[src/rtl/core/ufr_pkg.sv]
// Shared types and constants for the serial frame rewrapper.
package ufr_pkg;

   localparam logic [7:0] HEAD_BYTE = 8'hAA;
   localparam logic [7:0] CTRL_BYTE = 8'hD3;
   localparam logic [7:0] ZERO_BYTE = 8'h00;

   // Sum of the fixed header bytes 0xD3, 0x00 and 0xAA, modulo 256.
   localparam logic [7:0] HDR_FIXED_SUM = 8'(CTRL_BYTE + ZERO_BYTE + HEAD_BYTE);

   // Amount added to the frame length for the outgoing length field.
   localparam logic [8:0] LEN_EXTRA = 9'd4;
   // Shortest accepted frame length.
   localparam logic [7:0] MIN_LEN   = 8'd4;
   // Difference between frame length and payload byte count.
   localparam logic [7:0] LEN_TRIM  = 8'd3;

   // Depth of the command queue between front and back.
   localparam int unsigned CMD_DEPTH = 4;
   localparam int unsigned CMD_PTR_W = $clog2(CMD_DEPTH);
   localparam int unsigned CMD_CNT_W = $clog2(CMD_DEPTH + 1);

   // Index of the final word of an outgoing header, which has eight words.
   localparam logic [2:0] HDR_LAST_IDX = 3'd7;

   // Register word index of node_id.
   localparam logic REG_NODE_ID = 1'b0;

   // Command kinds passed from front to back.
   localparam logic CMD_DATA   = 1'b0;
   localparam logic CMD_HEADER = 1'b1;

   // One command: a header to expand, or a payload word with optional check word.
   typedef struct packed {
      logic       kind;
      logic       last;
      logic [7:0] data;
      logic [7:0] check;
   } cmd_type;

endpackage

[src/rtl/core/uart_frame_rewrapper.sv]
// Top level of the serial frame rewrapper with its register port.
// Received serial words go in through push/full and are accepted at one per cycle
// while the command queue (four entries) has room; the front end classifies each
// word at once. Outgoing words come out through empty/pop at one per cycle, while
// pop is given and commands are waiting, from the back end's output register: a
// frame header expands into eight output words, a payload word into one, and the
// final payload word into two (itself and the check word). When the back end is
// idle, each command passes the queue, then the output register, to the ports.
// The node_id register (word 0) should only be written while no frame is in flight.
module uart_frame_rewrapper import ufr_pkg::*; (
   input  logic        clock,
   input  logic        reset,
   input  logic        push,
   output logic        full,
   input  logic [7:0]  req_rx_byte,
   output logic        empty,
   input  logic        pop,
   output logic [7:0]  rsp_frame_byte,
   output logic        rsp_frame_last,
   input  logic        psel,
   input  logic        penable,
   input  logic        pwrite,
   input  logic [2:0]  paddr,
   input  logic [31:0] pwdata,
   output logic [31:0] prdata,
   output logic        pready
);

   logic [7:0] node_id_reg_ff, node_id_reg_in;
   logic       accept;
   logic       cmd_push;
   cmd_type    cmd_wr;
   cmd_type    cmd_rd;
   logic       cmd_pop;
   logic       cmd_ready;

   assign pready = 1'b1;
   assign accept = push && !full;

   // Register write and read decode.
   always_comb begin
      node_id_reg_in = node_id_reg_ff;
      if (psel && penable && pwrite && paddr[2] == REG_NODE_ID) begin
         node_id_reg_in = pwdata[7:0];
      end
   end

   assign prdata = (paddr[2] == REG_NODE_ID) ? {24'b0, node_id_reg_ff} : '0;

   always_ff @(posedge clock) begin
      if (reset) begin
         node_id_reg_ff <= '0;
      end else begin
         node_id_reg_ff <= node_id_reg_in;
      end
   end

   ufr_front u_front (
      .clock    (clock),
      .reset    (reset),
      .accept   (accept),
      .rx_byte  (req_rx_byte),
      .node_id  (node_id_reg_ff),
      .cmd_push (cmd_push),
      .cmd_word (cmd_wr)
   );

   ufr_cmd_queue u_queue (
      .clock     (clock),
      .reset     (reset),
      .wr_en     (cmd_push),
      .wr_word   (cmd_wr),
      .rd_en     (cmd_pop),
      .rd_word   (cmd_rd),
      .full      (full),
      .not_empty (cmd_ready)
   );

   ufr_back u_back (
      .clock      (clock),
      .reset      (reset),
      .cmd_word   (cmd_rd),
      .cmd_ready  (cmd_ready),
      .cmd_pop    (cmd_pop),
      .node_id    (node_id_reg_ff),
      .empty      (empty),
      .pop        (pop),
      .frame_byte (rsp_frame_byte),
      .frame_last (rsp_frame_last)
   );

endmodule

[src/rtl/core/ufr_front.sv]
// Front end: parses received words and issues header and payload commands.
module ufr_front import ufr_pkg::*; (
   input  logic       clock,
   input  logic       reset,
   input  logic       accept,
   input  logic [7:0] rx_byte,
   input  logic [7:0] node_id,
   output logic       cmd_push,
   output cmd_type    cmd_word
);

   localparam logic [2:0] PH_HUNT    = 3'd0;
   localparam logic [2:0] PH_LEN_LO  = 3'd1;
   localparam logic [2:0] PH_LEN_HI  = 3'd2;
   localparam logic [2:0] PH_DISCARD = 3'd3;
   localparam logic [2:0] PH_PAYLOAD = 3'd4;

   logic [2:0] phase_ff, phase_in;
   logic [7:0] len_lo_ff, len_lo_in;
   logic [7:0] frame_len_ff, frame_len_in;
   logic [7:0] pos_ff, pos_in;
   logic [7:0] sum_ff, sum_in;

   logic [7:0] sum_next;
   logic [7:0] pos_next;
   logic       last_word;

   assign sum_next  = sum_ff + rx_byte;
   assign pos_next  = pos_ff + 8'd1;
   assign last_word = pos_next >= (frame_len_ff - LEN_TRIM);

   // Parser state machine; one command at most per accepted word.
   always_comb begin
      phase_in     = phase_ff;
      len_lo_in    = len_lo_ff;
      frame_len_in = frame_len_ff;
      pos_in       = pos_ff;
      sum_in       = sum_ff;
      cmd_push     = 1'b0;
      cmd_word     = '0;
      if (accept) begin
         case (phase_ff)
            PH_LEN_LO: begin
               len_lo_in = rx_byte;
               phase_in  = PH_LEN_HI;
            end
            PH_LEN_HI: begin
               if (rx_byte != ZERO_BYTE || len_lo_ff == ZERO_BYTE) begin
                  phase_in = PH_HUNT;
               end else if (len_lo_ff < MIN_LEN) begin
                  frame_len_in = len_lo_ff;
                  phase_in     = PH_DISCARD;
               end else begin
                  frame_len_in   = len_lo_ff;
                  pos_in         = '0;
                  // The high length byte is zero here, so it adds nothing.
                  sum_in         = HDR_FIXED_SUM + node_id + len_lo_ff;
                  cmd_push       = 1'b1;
                  cmd_word.kind  = CMD_HEADER;
                  cmd_word.data  = len_lo_ff;
                  phase_in       = PH_PAYLOAD;
               end
            end
            PH_DISCARD: begin
               phase_in = PH_HUNT;
            end
            PH_PAYLOAD: begin
               cmd_push       = 1'b1;
               cmd_word.kind  = CMD_DATA;
               cmd_word.data  = rx_byte;
               cmd_word.last  = last_word;
               cmd_word.check = sum_next - LEN_TRIM;
               sum_in         = sum_next;
               if (last_word) begin
                  pos_in   = '0;
                  phase_in = PH_HUNT;
               end else begin
                  pos_in = pos_next;
               end
            end
            default: begin
               phase_in = (rx_byte == HEAD_BYTE) ? PH_LEN_LO : PH_HUNT;
            end
         endcase
      end
   end

   always_ff @(posedge clock) begin
      if (reset) begin
         phase_ff     <= PH_HUNT;
         len_lo_ff    <= '0;
         frame_len_ff <= '0;
         pos_ff       <= '0;
         sum_ff       <= '0;
      end else begin
         phase_ff     <= phase_in;
         len_lo_ff    <= len_lo_in;
         frame_len_ff <= frame_len_in;
         pos_ff       <= pos_in;
         sum_ff       <= sum_in;
      end
   end

endmodule

[src/rtl/core/ufr_cmd_queue.sv]
// Short command queue between the front end and the back end.
module ufr_cmd_queue import ufr_pkg::*; (
   input  logic    clock,
   input  logic    reset,
   input  logic    wr_en,
   input  cmd_type wr_word,
   input  logic    rd_en,
   output cmd_type rd_word,
   output logic    full,
   output logic    not_empty
);

   cmd_type                store_ff [CMD_DEPTH];
   logic [CMD_PTR_W-1:0]   wr_ptr_ff, wr_ptr_in;
   logic [CMD_PTR_W-1:0]   rd_ptr_ff, rd_ptr_in;
   logic [CMD_CNT_W-1:0]   count_ff, count_in;

   assign full      = count_ff == CMD_CNT_W'(CMD_DEPTH);
   assign not_empty = count_ff != '0;
   assign rd_word   = store_ff[rd_ptr_ff];

   // Pointer and fill count update.
   always_comb begin
      wr_ptr_in = wr_ptr_ff;
      rd_ptr_in = rd_ptr_ff;
      count_in  = count_ff;
      if (wr_en) begin
         wr_ptr_in = (wr_ptr_ff == CMD_PTR_W'(CMD_DEPTH - 1)) ? '0 : wr_ptr_ff + CMD_PTR_W'(1);
      end
      if (rd_en) begin
         rd_ptr_in = (rd_ptr_ff == CMD_PTR_W'(CMD_DEPTH - 1)) ? '0 : rd_ptr_ff + CMD_PTR_W'(1);
      end
      if (wr_en && !rd_en) begin
         count_in = count_ff + CMD_CNT_W'(1);
      end else if (!wr_en && rd_en) begin
         count_in = count_ff - CMD_CNT_W'(1);
      end
   end

   always_ff @(posedge clock) begin
      if (reset) begin
         wr_ptr_ff <= '0;
         rd_ptr_ff <= '0;
         count_ff  <= '0;
      end else begin
         wr_ptr_ff <= wr_ptr_in;
         rd_ptr_ff <= rd_ptr_in;
         count_ff  <= count_in;
      end
   end

   // Entry storage needs no reset.
   always_ff @(posedge clock) begin
      if (wr_en) begin
         store_ff[wr_ptr_ff] <= wr_word;
      end
   end

endmodule

[src/rtl/core/ufr_back.sv]
// Back end: expands commands into outgoing words held in an output register.
module ufr_back import ufr_pkg::*; (
   input  logic       clock,
   input  logic       reset,
   input  cmd_type    cmd_word,
   input  logic       cmd_ready,
   output logic       cmd_pop,
   input  logic [7:0] node_id,
   output logic       empty,
   input  logic       pop,
   output logic [7:0] frame_byte,
   output logic       frame_last
);

   logic [2:0] idx_ff, idx_in;
   logic       valid_ff, valid_in;
   logic [7:0] byte_ff, byte_in;
   logic       last_ff, last_in;

   logic       load;
   logic [8:0] total_len;

   assign load      = cmd_ready && (!valid_ff || pop);
   assign total_len = {1'b0, cmd_word.data} + LEN_EXTRA;

   // Word selection within the current command.
   always_comb begin
      idx_in  = idx_ff;
      cmd_pop = 1'b0;
      byte_in = byte_ff;
      last_in = last_ff;
      if (load) begin
         last_in = 1'b0;
         if (cmd_word.kind == CMD_HEADER) begin
            case (idx_ff)
               3'd0:    byte_in = {7'b0, total_len[8]};
               3'd1:    byte_in = total_len[7:0];
               3'd2:    byte_in = CTRL_BYTE;
               3'd3:    byte_in = ZERO_BYTE;
               3'd4:    byte_in = node_id;
               3'd5:    byte_in = HEAD_BYTE;
               3'd6:    byte_in = cmd_word.data;
               default: byte_in = ZERO_BYTE;
            endcase
            if (idx_ff == HDR_LAST_IDX) begin
               cmd_pop = 1'b1;
               idx_in  = '0;
            end else begin
               idx_in = idx_ff + 3'd1;
            end
         end else if (idx_ff == 3'd0) begin
            byte_in = cmd_word.data;
            if (cmd_word.last) begin
               idx_in = 3'd1;
            end else begin
               cmd_pop = 1'b1;
            end
         end else begin
            // Check word closing the frame.
            byte_in = cmd_word.check;
            last_in = 1'b1;
            cmd_pop = 1'b1;
            idx_in  = '0;
         end
      end
   end

   // Output register valid flag.
   always_comb begin
      if (load) begin
         valid_in = 1'b1;
      end else if (pop) begin
         valid_in = 1'b0;
      end else begin
         valid_in = valid_ff;
      end
   end

   always_ff @(posedge clock) begin
      if (reset) begin
         idx_ff   <= '0;
         valid_ff <= 1'b0;
      end else begin
         idx_ff   <= idx_in;
         valid_ff <= valid_in;
      end
   end

   always_ff @(posedge clock) begin
      byte_ff <= byte_in;
      last_ff <= last_in;
   end

   assign empty      = !valid_ff;
   assign frame_byte = byte_ff;
   assign frame_last = last_ff;

endmodule
[config.mk]
export PLATFORM = sky130hd
export DESIGN_NAME = uart_frame_rewrapper
export DESIGN_NICKNAME = d
export VERILOG_FILES = /design/src/rtl/core/ufr_pkg.sv /design/src/rtl/core/uart_frame_rewrapper.sv /design/src/rtl/core/ufr_front.sv /design/src/rtl/core/ufr_cmd_queue.sv /design/src/rtl/core/ufr_back.sv
export SDC_FILE = /design/constraint.sdc
export NUM_CORES = 1
export LEC_CHECK = 0
export BUFFER_PORTS_ARGS = -buffer_cell sky130_fd_sc_hd__buf_2
export CAP_MARGIN = 20
export CORE_MARGIN = 10
export CORE_UTILIZATION = 55
export DETAILED_ROUTE_END_ITERATION = 10
export PLACE_DENSITY_LB_ADDON = 0.08
export SLEW_MARGIN = 5
export SYNTH_ARGS = -nofsm -noshare
export SYNTH_HDL_FRONTEND = slang
export SYNTH_SLANG_ARGS = --single-unit
[constraint.sdc]
create_clock -name clock -period 6.2 [get_ports clock]
set_input_delay 0.93 -clock clock [delete_from_list [all_inputs] [get_ports clock]]
set_output_delay 0.93 -clock clock [all_outputs]
set_load 0.01 [all_outputs]
==> run_results.csv, run 1 <==
group,metric,value,unit
critical_path,crit_start,"req_rx_byte[0]",
power,power_leakage,3.15,nW
clock_tree,ctsHoldBuffers,0,
critical_path,cpPeakStageDelay,410,ps
timing,setup_viol,0,
grt,grt_pass1_vias,5116,
critical_path,worst_setup_path_end_kind,"register",
critical_path,cp_max_fo,23,
routing,drt_iter0_drc,431,
clock_tree,cts_tree,"done",
clock_tree,root_buffer,"clkbuf_16",
critical_path,arrival,3740,ps
grt,grt_max_degree,55,
power,power.density,242,nW/um^2
power,peakVddDrop,201,uV
timing,hold_viol_final,0,
logic_synthesis,async_reset_ff_share,0,%
logic_synthesis,ys.flop_type,"edfxtp_1",
finish,fin_cells,914,
clock_tree,clock-sinks,137,
logic_synthesis,ys_seq_elements,137,
logic_synthesis,synth_edf_count,81,
routing,drt-vias-per-instance,5.66,
hold_path,hp-start,"u_front.sum_ff[2]",
placed_design,dp_hpwl,12.2,mm
timing,drv_slew,0,
floorplan,coreArea,13200,sq um
routing,vias,5173,
critical_path,r2r-start,"u_front.phase_ff[0]",
finish,nets,821,
logic_synthesis,syn_inst,690,
finish,regArea,3550,sq um
floorplan,die_area,18500,sq um
floorplan,rows,42,
routing,drtAntennaViolNets,0,
grt,grt_pass1_wl,26.2,mm
logic_synthesis,post_synth.cell_area_avg,10.7,sq um
floorplan,ios,94,
routing,drcViolationCount,0,
finish,multi_input_area,3450,sq um
job,cap_viol_max_count,0,
placed_design,io_buffer_count,42,
timing,fmax,0.293,GHz
run_status,status,"finished, final reports clean",
timing,worstMarginPinSlew,1070,ps
finish,fillers,1109,
clock_tree,clk_latency,420,ps
placed_design,place_congestion,0.886,
logic_synthesis,synth_cell_types,66,
finish,antenna_cells,0,
critical_path,cp.required,6530,ps
clock_tree,clockBufferDepth,2,
clock_tree,htree_levels,4,
routing,routed_wl,16.6,mm
floorplan,die-width,136,um
logic_synthesis,synth_area,7380,sq um
timing,finClkSkew,7.93,ps
grt,antenna_found_initial,0,
floorplan,initial_core_util,56.0,%
critical_path,crit_slowest_cell,"inv_2",
clock_tree,ctsResizeCount,0,
critical_path,worstSetupPathType,"in -> reg",
clock_tree,cts_setup_buffers,0,
grt,grt_overflow,0,
logic_synthesis,seq_area_frac_synth,48.1,%
clock_tree,cts.reportedPaths.clkPinSlew,60,ps
finish,synthToLayoutAreaGrowth,10.3,%
clock_tree,cts_made_buffers,17,
timing,post-route-min-period,3410,ps
critical_path,crit_path_start_kind,"input pin",
timing,slew_headroom,28.8,%
routing,wl_per_cell,18.2,um
timing,rsz0062_at_grt,"false",
hold_path,hold_path_class,"reg -> reg",
logic_synthesis,yosys_warnings,0,
finish,drive_gt1_share,14.2,%
floorplan,die_y,136,um
timing,post-route-period-util,55.0,%
critical_path,path_cells,"buf_2, nor4_4, nand4_2, a21oi_4, o21ai_4, inv_2, ha_1, inv_1, fa_1, xor2_1, or3_1, a21oi_1",
routing,first_pass_iters,5,
timing,finalSetupTns,0,ps
grt,grtUsageTotal,18.3,%
placed_design,dp.cells,882,
area by class of cell:
type                    instances  area share, %
clock buffers                  23           5.74
clock inverters                 9          0.906
inverters                      42           1.93
multi-input cells             483           42.3
flip-flops and latches        137           43.6
well taps                     176           2.70
repair buffers                 44           2.76
layer usage:
metal	global-route usage (%)	part of all wire [%]
met1	22.5	44
met2	30.4	49
met3	4.58	5.9
met4	6.75	1.6
met5	0	0
critical path, delay by kind of cell:
| family | cells | cell delay (ps) |
|---|---|---|
| and+or+nand+nor | 3 | 840 |
| adders and majority gates | 2 | 620 |
| buffers and inverters | 3 | 620 |
| AOI/OAI and AO/OA | 3 | 580 |
| xor gates and xnor gates | 1 | 160 |
report_power, final:
| part | internal [mW] | switching (mW) | leakage (nW) | total, mW |
|---|---|---|---|---|
| sequential | 0.956 | 0.00412 | 1.18 | 0.961 |
| clock | 0.567 | 0.359 | 0.264 | 0.925 |
| combinational | 0.0297 | 0.0563 | 1.70 | 0.0860 |
| total | 1.55 | 0.419 | 3.15 | 1.97 |
flip-flops by register name (all words and copies together), names as in the netlist, 3 cells and up, named ones only:
register and cells:
u_back.idx_ff 3, u_queue.count_ff 3, u_queue.store_ff 72, u_back.frame_byte 8, u_front.frame_len_ff 8, u_front.pos_ff 8, node_id_reg_ff 8, u_front.sum_ff 8
u_front.len_lo_ff 8, u_front.phase_ff 3
cell families after synthesis:
| logic type | after synthesis | share of synthesized area [%] |
|---|---|---|
| flops | 137 | 48.1 |
| other cells | 2 | 0.102 |
| simple gates | 215 | 14.1 |
| mux | 36 | 7.93 |
| fa+ha+maj | 46 | 8.10 |
| xor+xnor | 34 | 4.03 |
| buf+inv | 93 | 6.34 |
| compound gates | 127 | 11.3 |
cell usage after synthesis, types with 6 or more instances:
cell type | n | share of area, %
a211oi_1 | 6 | 0.61
a21o_1 | 7 | 0.71
a21oi_1 | 54 | 3.7
and3_1 | 6 | 0.51
buf_4 | 28 | 2.8
clkbuf_1 | 17 | 0.86
dfxtp_1 | 56 | 15
edfxtp_1 | 81 | 33
ha_1 | 43 | 7.3
inv_1 | 41 | 2.1
mux2i_1 | 18 | 2.4
mux4_2 | 18 | 5.5
nand2_1 | 76 | 3.9
nand2b_1 | 7 | 0.59
nand3_1 | 15 | 1.0
nor2_1 | 59 | 3.0
nor2b_1 | 6 | 0.51
nor3_1 | 15 | 1.0
o21ai_0 | 12 | 0.81
xnor2_1 | 20 | 2.4
xor2_1 | 14 | 1.7
path summary, 6_finish.rpt:
| path | to | slack [ps] | depth (start not counted) |
|---|---|---|---|
| min | u_front.sum_ff[2] | 470 | 2 |
| max | u_queue.count_ff[2] | 2790 | 12 |
| min reg2reg | u_front.sum_ff[2] | 470 | 2 |
| max reg2reg | u_queue.count_ff[2] | 2860 | 10 |
cell usage in the layout (no fill, tap or decap), types with 12 or more instances in the layout:
cell type / n
a21oi_1: 54
buf_2: 42
clkbuf_16: 17
conb_1: 25
dfxtp_1: 56
edfxtp_1: 81
ha_1: 43
inv_1: 41
mux2i_1: 18
mux4_2: 18
nand2_1: 76
nand3_1: 15
nor2_1: 59
nor3_1: 15
o21ai_0: 12
xnor2_1: 20
xor2_1: 14
through the flow:
stage	total power [mW]	hold WS, ps	util, %	area, sq um	setup slack [ps]
after floorplan	1.05	436	-	7470	3040
after global placement	1.06	450	57.7	7610	2440
after detailed placement	1.06	453	57.7	7610	2360
after CTS	1.99	464	61.8	8150	2800
after global routing	2.04	488	61.8	8150	2620
final	1.97	469	61.8	8150	2790
No activity file was read; power rests on OpenSTA's default activity.
==> inputs of run 2 (changes only) <==
--- a/config.mk
+++ b/config.mk
@@ -8,7 +8,7 @@
 export BUFFER_PORTS_ARGS = -buffer_cell sky130_fd_sc_hd__buf_2
 export CAP_MARGIN = 20
 export CORE_MARGIN = 10
-export CORE_UTILIZATION = 55
+export CORE_UTILIZATION = 53
 export DETAILED_ROUTE_END_ITERATION = 10
 export PLACE_DENSITY_LB_ADDON = 0.08
 export SLEW_MARGIN = 5
==> constraint.sdc (replaced) <==
create_clock -name clock -period 3.05 [get_ports clock]
set_input_delay 0.4575 -clock clock [delete_from_list [all_inputs] [get_ports clock]]
set_output_delay 0.4575 -clock clock [all_outputs]
set_load 0.01 [all_outputs]
==> run 2 against run 1 <==
  * Clock power increased by 140%
  * Clock-buffer cell count fell by 4
  * Register-to-register slack lost 2600 ps
  * Critical path type is now reg -> reg
  * Critical endpoint is now u_queue.store_ff[0][16]
  * Largest power group is now the clock network
==> run_results.csv, run 2 (synthesis gave the netlist of run 1 again) <==
group,metric,value,unit
finish,antenna_cells,0,
run_status,status,"finished, final reports clean",
critical_path,r2r-start,"u_front.pos_ff[0]",
critical_path,worst_setup_path_end_kind,"register",
finish,largest_register_ffs,72,
floorplan,die_y,138,um
floorplan,die_area,19100,sq um
clock_tree,cts.reportedPaths.clkPinSlew,60,ps
floorplan,coreArea,13800,sq um
placed_design,place_congestion,0.877,
timing,slew_headroom,62.6,%
routing,met3_length,934,um
routing,drt-met1-wl,7.60,mm
critical_path,crit_path_start_kind,"register",
finish,fillers,1173,
clock_tree,cts_made_buffers,17,
routing,drt_iter0_drc,328,
hold_path,hp-start,"pwdata[2]",
hold_path,hold_depth,3,
routing,drt-vias-per-instance,5.61,
routing,wl_met2,8.19,mm
power,finalPower,4.37,mW
timing,post-route-min-period,2780,ps
timing,fmax,0.360,GHz
placed_design,io_buffer_count,42,
timing,drv_slew,0,
critical_path,path_cells,"ha_1, nand3_1, nor2_1, xor2_1, ha_1, a21o_1, a21oi_1, o21ai_0, a21oi_1, nor2_1",
finish,layout_commonest_cell,"edfxtp_1",
clock_tree,cts_tree,"done",
finish,drive_gt1_share,16.3,%
floorplan,die-width,138,um
grt,grtUsageTotal,17.4,%
grt,antenna_found_initial,0,
power,peakVddDrop,416,uV
timing,finClkSkew,7.77,ps
power,power.density,522,nW/um^2
timing,setup_viol,0,
timing,post-route-period-util,91.2,%
placed_design,dp.cells,901,
finish,nets,836,
hold_path,hold_path_end,"node_id_reg_ff[2]",
routing,vias,5232,
job,cap_viol_max_count,0,
clock_tree,ctsResizeCount,0,
clock_tree,clockBufferDepth,2,
critical_path,reg2reg_depth,10,
floorplan,rows,43,
finish,regArea,3550,sq um
timing,rsz0062_at_grt,"false",
timing,finalSetupTns,0,ps
critical_path,worstSetupPathType,"reg -> reg",
routing,drtAntennaViolNets,0,
finish,layout_common_cells,"81 x edfxtp_1, 76 x nand2_1, 59 x nor2_1",
clock_tree,clock-sinks,137,
routing,wl_per_cell,18.2,um
timing,worstMarginPinSlew,557,ps
finish,fin_cells,933,
placed_design,dp_hpwl,12.3,mm
routing,routed_wl,17.0,mm
grt,grt_overflow,0,
clock_tree,htree_levels,4,
routing,drcViolationCount,0,
finish,multi_input_area,3450,sq um
critical_path,cpPeakStageDelay,400,ps
grt,grt_pass1_vias,5124,
critical_path,r2r_slack,270,ps
finish,synthToLayoutAreaGrowth,13.3,%
power,power_leakage,3.31,nW
clock_tree,cts_setup_buffers,0,
routing,first_pass_iters,4,
routing,highest_layer,"met4",
grt,grt_pass1_wl,26.9,mm
floorplan,ios,94,
finish,regMostFlops,"u_queue.store_ff",
clock_tree,root_buffer,"clkbuf_16",
finish,fin_area,8370,sq um
critical_path,cp.required,3180,ps
critical_path,arrival,2910,ps
hold_path,hold_path_class,"in -> reg",
placed_design,placed_area,7720,sq um
timing,hold_viol_final,0,
critical_path,regToRegEndpoint,"u_queue.store_ff[0][16]",
critical_path,cp_max_fo,5,
grt,grt_max_degree,46,
clock_tree,clk_latency,420,ps
floorplan,initial_core_util,53.6,%
critical_path,crit_slowest_cell,"dfxtp_1",
clock_tree,ctsHoldBuffers,0,
==> run 2: per-stage QoR <==
stage               utilization (%)  hold slack (ps)  worst slack, ps
floorplan                         -              436              362
global placement               56.1              451              277
detailed placement             56.1              455              213
CTS                            60.7              267              280
global route                   60.7              278             16.6
finish                         60.7              287              269
==> run 2: worst max-delay path by stage <==
stage | start | slack (ps) | to | depth (start not counted)
6_report | u_front.pos_ff[0] | 270 | u_queue.store_ff[0][16] | 10
5_1_grt | u_front.pos_ff[0] | 20 | u_queue.store_ff[0][16] | 10
4_1_cts | u_front.pos_ff[0] | 280 | u_queue.store_ff[0][16] | 10
3_5_place_dp | req_rx_byte[0] | 210 | u_queue.count_ff[2] | 12
3_3_place_gp | req_rx_byte[0] | 280 | u_queue.count_ff[2] | 12
2_1_floorplan | req_rx_byte[0] | 360 | u_queue.count_ff[2] | 12
==> run 2: worst max-delay path, delay by kind of cell, from the launching register on <==
kind	cells	cell delay, ps
flops	1	400
fa+ha+maj	2	530
simple gates	3	510
compound gates	4	840
xor+xnor	1	210
==> run 2: area by class of cell <==
type / count / share of cell area [%]
timing repair buffer: 59 / 4.04
tap: 180 / 2.69
sequential: 137 / 42.5
clock buffer: 19 / 5.29
multi-input combinational: 483 / 41.2
clock inverter: 13 / 2.39
inverter: 42 / 1.88
==> run 2: power by group <==
part           switching, mW  internal (mW)
Clock                  0.769           1.46
Combinational          0.117         0.0627
Sequential           0.00830           1.94
==> run 2: routing by layer <==
layer	up-vias	GRT usage (%)
met5	-	0
met3	24	4.32
met2	180	28.0
li1	2533	-
met1	2495	22.0
met4	0	6.94
